### src/sv/chained_hash_table_assert.svh
// Assertion macros for the chained hash table.
`ifndef CHAINED_HASH_TABLE_ASSERT_SVH
`define CHAINED_HASH_TABLE_ASSERT_SVH
// Assert that a condition implies a property on the same edge.
`define CHT_ASSERT_IMP(label, clk, rst_n, cond, prop, msg) \
  label: assert property (@(posedge clk) disable iff (!rst_n) (cond) |-> (prop)) \
    else $error(msg);
// Assert that a condition implies a property on the next edge.
`define CHT_ASSERT_NXT(label, clk, rst_n, cond, prop, msg) \
  label: assert property (@(posedge clk) disable iff (!rst_n) (cond) |=> (prop)) \
    else $error(msg);
`endif

### src/sv/cht_ram.sv
// ----------------------------------------------------------------------------
// cht_ram
// Generic single-port write, single-port read RAM with registered read.
// ----------------------------------------------------------------------------
module cht_ram #(
  parameter int WIDTH = 8,
  parameter int DEPTH = 16
) (
  input  logic                     clk,
  input  logic                     we,
  input  logic [$clog2(DEPTH)-1:0] waddr,
  input  logic [WIDTH-1:0]         wdata,
  input  logic [$clog2(DEPTH)-1:0] raddr,
  output logic [WIDTH-1:0]         rdata
);
  logic [WIDTH-1:0] mem [DEPTH];
  always_ff @(posedge clk) begin
    if (we) mem[waddr] <= wdata;
    rdata <= mem[raddr];
  end
endmodule

### config.mk
export PLATFORM = sky130hd
export DESIGN_NAME = cht_ram
export DESIGN_NICKNAME = d
export VERILOG_FILES = /design/src/sv/chained_hash_table_assert.svh /design/src/sv/cht_ram.sv
export SDC_FILE = /design/constraint.sdc
export NUM_CORES = 1
export LEC_CHECK = 0
export BUFFER_PORTS_ARGS = -buffer_cell sky130_fd_sc_hd__buf_2
export CELL_PAD_IN_SITES_DETAIL_PLACEMENT = 0
export CELL_PAD_IN_SITES_GLOBAL_PLACEMENT = 1
export CORE_MARGIN = 2
export CORE_UTILIZATION = 40
export DETAILED_ROUTE_END_ITERATION = 10
export GPL_TIMING_DRIVEN = 0
export PLACE_DENSITY = 0.67
export SETUP_SLACK_MARGIN = 0.1
export SYNTH_ARGS = -nofsm -noshare
export SYNTH_HDL_FRONTEND = slang
export SYNTH_SLANG_ARGS = --single-unit
### constraint.sdc
create_clock -name clk -period 2.8 [get_ports clk]
set_clock_uncertainty 0.15 [all_clocks]
set_input_delay 0.56 -clock clk [delete_from_list [all_inputs] [get_ports clk]]
set_output_delay 0.56 -clock clk [all_outputs]
set_load 0.03 [all_outputs]
After elaboration in Yosys (flattened, before gate mapping)
Memories as Yosys holds them, arrays and structs flattened. A register that Yosys moved wholly into a read port is not among the register bits. Cells that the tools add are included.

Mux-type cells: 2.

Operators by type and width (count): 1-bit two-way mux (2).

Memories: 1. Bits of input ports: 18. Logic and storage cells: 3. Bits in registers: 0. Output and inout port bits: 8. Bits in writable memories: 128.

Memory list: mem (words 16, bits a word 8, read ports 1, clocked after memory_dff 1, write ports 1, RTL line cht_ram.sv:16) `logic [WIDTH-1:0] mem [DEPTH];`.

Longest topological paths before layout
Gate-level depths: netlist of run 1.

Depth after elaboration: 2. Gate-level depth with buffers: 5. Depth with buffers taken out: 3.

Worst setup path before layout of run 1
Ideal clock, no wire load.

Path kind: input -> register. Start: input waddr[2]. End: memory mem[0][0], enable pin. Path buffers: 0. Setup time: 0.383 ns. Stages: 2. Slack: 0.597 ns. Data arrival time: 1.670 ns. Path through: or3b_2 -> nor3_1.

RTL lines: start: declaration (RTL line cht_ram.sv:11) `input logic [$clog2(DEPTH)-1:0] waddr,`; end: declaration (RTL line cht_ram.sv:16).

No word-level cell before the write port.

Final worst setup path of run 1
Start: input waddr[2]. End: memory mem[0][0], enable pin.

No word-level cell before the write port.

==> reports/results.txt, run 1 <==
Worst-path fanout max: 5
Worst Setup Start Kind: input port
Min-Delay Path Class: in -> reg
Relative slew slack: 0.223
DIE AREA: 13800 um2
Status: finished clean
Max-slew violation count: 0
Vias in the first global route: 2418
Top delay family on crit path: simple AND/OR/NAND/NOR gates
CTS H-tree depth: 4
Clk slew on worst S/H paths: 0.06 ns
PD cells: 775 nW/um2
DR WL/cell: 21.2 um
Ratio of final minimum period to clock period: 0.783
Post-CTS Setup Bufs: 0
Drt drc: 0
Chip width: 117 um
CP max stage delay: 0.62 ns
Mean post-synth cell area: 22.5 um2
Post-Syn Area: 5150 um2
Synth warn: 0
RSZ-0062 raised after global routing: no
Port-buffer cells: 24
Ranking of synthesized cells by area: edfxtp_1 75%, mux4_2 7.9%, mux4_1 7.1%, dfxtp_1 3.1%, a22oi_1 2.3%
Comb power frac: 0.051
Max Cap Viol: 0
Worst vdd ir: 0.000480 V
FF-to-FF path depth: 3
Crit path depth: 4
Initial core utilization: 0.410
Post-synthesis sequential area ratio: 0.778
First-pass GRT wire length: 14.5 mm
Pint: 3.73 mW
Initial antenna violation count: 0
Pin count of the biggest net entering global routing: 17
Initial DRC count: 134
CTS Hold Bufs: 0
PostCTS Resize Cnt: 0
Total wire length: 9.72 mm
Endpoints failing hold: 0
DP HPWL: 6.10 mm
Pre-CTS setup slack: -0.0369 ns
N_diodes: 0
TritonCTS buffer count: 17
Crit-path cells: buf_2 > or3b_2 > nor3_1 > clkbuf_2
Die H: 117 um
Worst path bufs/invs: 2
Synth area leader: edfxtp_1
Clock tree from TritonCTS: done
Root Driver: clkbuf_16
Clk buf depth: 2
Crit path capture type: register
Router iterations before antenna repair: 4
I/O pin total: 26
Syn Inst Count: 229
Endpoints failing setup: 0
Worst slew pin tran: 1.16 ns
Setup ws final: 0.608 ns
Post-route ant nets: 0
Clock power frac: 0.464
P_leak: 2.03 nW
DR vias/cell: 5.14
NetSw: 0.988 mW
Clk Latency, worst-skew pair: 0.40 ns
Hold path depth: 1
CTS sink cnt: 136
Core footprint: 12600 um2
Unique cell type count in the Yosys netlist: 19
Nets: 291
Peak Freq: 456 MHz
Critical path arrival: 2.14 ns
Minimum clock period: 2.19 ns
Final RePlAce weighted congestion: 0.719
Tot Pwr: 4.72 mW
FILL cells: 1046
Gr ovfl total: 0
Vias after detailed routing: 2352
FF+latch count, synth: 136
Worst EP required: 2.75 ns
Row count: 41
Switching part of the total: 0.209
Layout area overhead: 18.3%
Post-synth top area share: 0.747
CP max-delay cell: nor3_1
Syn nets: 247
Critical setup path kind: in -> reg
GR Util All Layers: 0.149
Share of layout cells above drive strength 1: 0.304
Register share of total power: 0.484
-- logic make-up (layout without fill, tap and decap cells) --
logic type	after synthesis	after routing	synth area share
flip-flops	136	136	0.778
multiplexers	32	32	0.150
AO/OA/AOI/OAI	16	16	0.0233
AND/OR/NAND/NOR	35	35	0.0318
buffers and inverters	10	67	0.0168
-- worst paths after layout --
| path | slack (ns) | endpoint | start |
|---|---|---|---|
| max | 0.61 | mem[0][0]$_DFFE_PP_ | waddr[2] |
| min | 0.41 | mem[9][3]$_DFFE_PP_ | wdata[3] |
| max reg2reg | 1.23 | rdata[0]$_DFF_P_ | mem[12][0]$_DFFE_PP_ |
| min reg2reg | 0.54 | rdata[1]$_DFF_P_ | mem[8][1]$_DFFE_PP_ |
-- per-stage QoR --
stage	instances	hold WS (ns)	area, um2	setup TNS (ns)	util
after floorplan	229	0.479	5150	0	-
after global placement	425	0.511	5480	0	0.436
after detailed placement	425	0.518	5480	-0.292	0.436
after CTS	457	0.404	6080	0	0.484
after global routing	458	0.414	6090	0	0.485
final	458	0.412	6090	0	0.485
-- per-layer routing --
layer | global-route usage | routed length, um | part of all wire | up-vias
met5 | 0 | 0 | 0 | -
li1 | - | - | - | 1063
met3 | 0.0355 | 428 | 0.044 | 9
met2 | 0.235 | 4700 | 0.48 | 75
met1 | 0.205 | 4470 | 0.46 | 1205
met4 | 0.0542 | 123 | 0.013 | 0
-- cell usage after synthesis --
| library cell | count |
|---|---|
| nor3_1 | 4 |
| edfxtp_1 | 128 |
| buf_2 | 3 |
| nand3b_1 | 2 |
| mux4_1 | 14 |
| dfxtp_1 | 8 |
| buf_6 | 3 |
| clkdlybuf4s25_2 | 3 |
| nand2_1 | 9 |
| and2_1 | 1 |
| a22oi_1 | 16 |
| and2b_1 | 1 |
| or3b_2 | 1 |
| nor2_1 | 13 |
| buf_4 | 1 |
| nand2b_1 | 2 |
| nor2b_1 | 1 |
| mux4_2 | 18 |
| nand3_1 | 1 |
-- power by group through the flow --
stage	combinational (mW)	sequential [mW]	clock, mW
floorplan	0.116	2.36	0
global placement	0.240	2.33	0
detailed placement	0.244	2.33	0
CTS	0.245	2.29	2.21
global route	0.260	2.29	2.31
finish	0.243	2.29	2.19
-- cells in the final DEF, fill, tap and decap left out, drive strengths merged, types with 2 or more instances in the layout --
cell type,count
nand2,9
clkinvlp,3
bufinv,2
clkbuf,20
clkinv,5
nand3b,2
nor3,4
a22oi,16
clkdlybuf4s25,3
edfxtp,128
dfxtp,8
buf,31
nand2b,2
nor2,13
inv,3
mux4,32
-- sequential cells by signal, summed over array words and instances (netlist names) --
register / flops
mem: 128
rdata: 8
-- area by class of cell --
class                      count  area (um2)  area share
multi-input combinational     83        1060       0.174
clock buffer                  19         453      0.0744
clock inverter                13         145      0.0238
sequential                   136        4000       0.657
timing repair buffer          25         125      0.0205
buffer                        10        86.3      0.0142
tap                          172         215      0.0353
Note: power is estimated with default switching activity, not from simulation.
==> run 2: changes to the inputs <==
--- a/config.mk
+++ b/config.mk
@@ -12,7 +12,7 @@
 export CORE_UTILIZATION = 40
 export DETAILED_ROUTE_END_ITERATION = 10
 export GPL_TIMING_DRIVEN = 0
-export PLACE_DENSITY = 0.67
+export PLACE_DENSITY = 0.69
 export SETUP_SLACK_MARGIN = 0.1
 export SYNTH_ARGS = -nofsm -noshare
 export SYNTH_HDL_FRONTEND = slang
==> constraint.sdc (replaced) <==
create_clock -name clk -period 1.84 [get_ports clk]
set_clock_uncertainty 0.15 [all_clocks]
set_input_delay 0.368 -clock clk [delete_from_list [all_inputs] [get_ports clk]]
set_output_delay 0.368 -clock clk [all_outputs]
set_load 0.03 [all_outputs]
==> reports/results.txt, run 2 (synthesized netlist as in run 1, its figures left out) <==
Status: finished clean
TNS Setup: 0 ns
Reg2Reg Launch Point: mem[1][0]$_DFFE_PP_
Hold EP: mem[10][5]$_DFFE_PP_
GR Util All Layers: 0.154
Final RePlAce weighted congestion: 0.699
Top reg by flops: mem
Comb power frac: 0.054
Pint: 5.42 mW
Worst Hold Launch: wdata[5]
Port-buffer cells: 24
Register share of total power: 0.510
Endpoints failing setup: 0
CTS sink cnt: 136
Post-route ant nets: 0
Layout area overhead: 17.0%
Vias after detailed routing: 2343
I/O pin total: 26
DR WL/cell: 21.2 um
Clk Latency, worst-skew pair: 0.42 ns
FILL cells: 1065
Worst EP required: 1.73 ns
Clk slew on worst S/H paths: 0.05 ns
Peak Freq: 558 MHz
Hold path depth: 1
Post-CTS Setup Bufs: 0
RSZ-0062 raised after global routing: yes
N_diodes: 0
Final Core Density: 0.479
DP HPWL: 6.22 mm
Ratio of final minimum period to clock period: 0.973
Endpoints failing hold: 0
Initial antenna violation count: 0
First-pass GRT wire length: 14.8 mm
Minimum clock period: 1.79 ns
FF-to-FF path depth: 3
Commonest cells after routing, fill and taps aside: 128 x edfxtp_1, 27 x buf_2, 18 x mux4_2
Root Driver: clkbuf_16
Initial DRC count: 133
Pin count of the biggest net entering global routing: 17
P_leak: 2.00 nW
Nets: 290
Drt drc: 0
Clk buf depth: 2
Initial core utilization: 0.410
Clock tree from TritonCTS: done
NetSw: 1.41 mW
Core footprint: 12600 um2
Die H: 117 um
Top flop regs: mem x128, rdata x8
Critical setup path kind: in -> reg
Worst vdd ir: 0.000716 V
Largest register FFs: 128
Router iterations before antenna repair: 4
Critical path arrival: 1.68 ns
Worst-path fanout max: 8
DIE AREA: 13800 um2
Worst reg2reg setup slack: 0.29 ns
Max-slew violation count: 0
Min-Delay Path Class: in -> reg
Worst Setup Start Kind: input port
Clock power frac: 0.436
Relative slew slack: 0.442
R2r endpoint: rdata[0]$_DFF_P_
TritonCTS buffer count: 17
Row count: 41
Total wire length: 9.71 mm
PD cells: 1130 nW/um2
Share of layout cells above drive strength 1: 0.291
Gr ovfl total: 0
Vias in the first global route: 2397
DR vias/cell: 5.13
CTS H-tree depth: 4
Crit path capture type: register
Worst slew pin tran: 0.834 ns
Max Cap Viol: 0
Leading cell type in the layout, fill and taps excluded: edfxtp_1
Switching part of the total: 0.207
Chip width: 117 um
[run 2: cell count changes in the layout (fill, tap and decap cells not counted), moves of 3 or more]
cell	delta
clkinv_1	+4
clkinv_2	+5
clkinv_4	-3
inv_6	-3
nor3_1	-3
nor3_2	+3
[run 2: final cells by class]
| type | instances | area (um2) | share of cell area |
|---|---|---|---|
| flip-flops and latches | 136 | 4000 | 0.665 |
| multi-input cells | 83 | 1080 | 0.179 |
| clock buffers | 19 | 433 | 0.0719 |
| well taps | 172 | 215 | 0.0357 |
| repair buffers | 24 | 120 | 0.0199 |
| clock inverters | 13 | 87.6 | 0.0145 |
| plain buffers | 10 | 86.3 | 0.0143 |
[run 2: worst max-delay path by stage]
stage / start / endpoint / slack (ns) / cells after the start
3_3_place_gp: waddr[2] / mem[8][3]$_DFFE_PP_ / -0.47 / 3
3_5_place_dp: waddr[2] / mem[8][3]$_DFFE_PP_ / -0.48 / 3
6_report: waddr[2] / mem[1][5]$_DFFE_PP_ / 0.05 / 3
4_1_cts: waddr[2] / mem[2][6]$_DFFE_PP_ / 0.07 / 3
5_1_grt: waddr[2] / mem[2][0]$_DFFE_PP_ / -0.005 / 3
2_1_floorplan: waddr[2] / mem[3][0]$_DFFE_PP_ / 0.06 / 2
[run 2: stage by stage]
step	cells	area [um2]	hold WS, ns	setup WS, ns	power, mW
final	457	6020	0.199	0.0488	6.83
after global routing	457	6020	0.197	-0.00507	7.05
after CTS	457	6020	0.189	0.0679	6.88
after detailed placement	425	5490	0.524	-0.482	3.92
after global placement	425	5490	0.509	-0.468	3.91
after floorplan	229	5150	0.317	0.0559	3.76
[run 2: critical path, stage by stage]
cell    delay, ns
buf_2        0.12
or3b_2       0.53
nor2_1       0.66
[run 2: routing by layer]
layer,vias to the layer above,GRT usage,share of wire
li1,1063,-,-
met2,63,0.232,0.49
met5,-,0,0
met4,0,0.0587,0.014
met3,11,0.0530,0.065
met1,1206,0.209,0.43
[run 2: power groups by stage]
stage	Sequential, mW	Combinational (mW)	Clock (mW)
after detailed placement	3.55	0.373	0
final	3.48	0.369	2.98
after global placement	3.54	0.368	0
after floorplan	3.58	0.176	0
after CTS	3.48	0.376	3.02
after global routing	3.49	0.398	3.16
[run 2: repair_timing]
item	CTS	global route
setup endpoints to repair	48	32
resized for setup	3	0
hold buffers	0	0
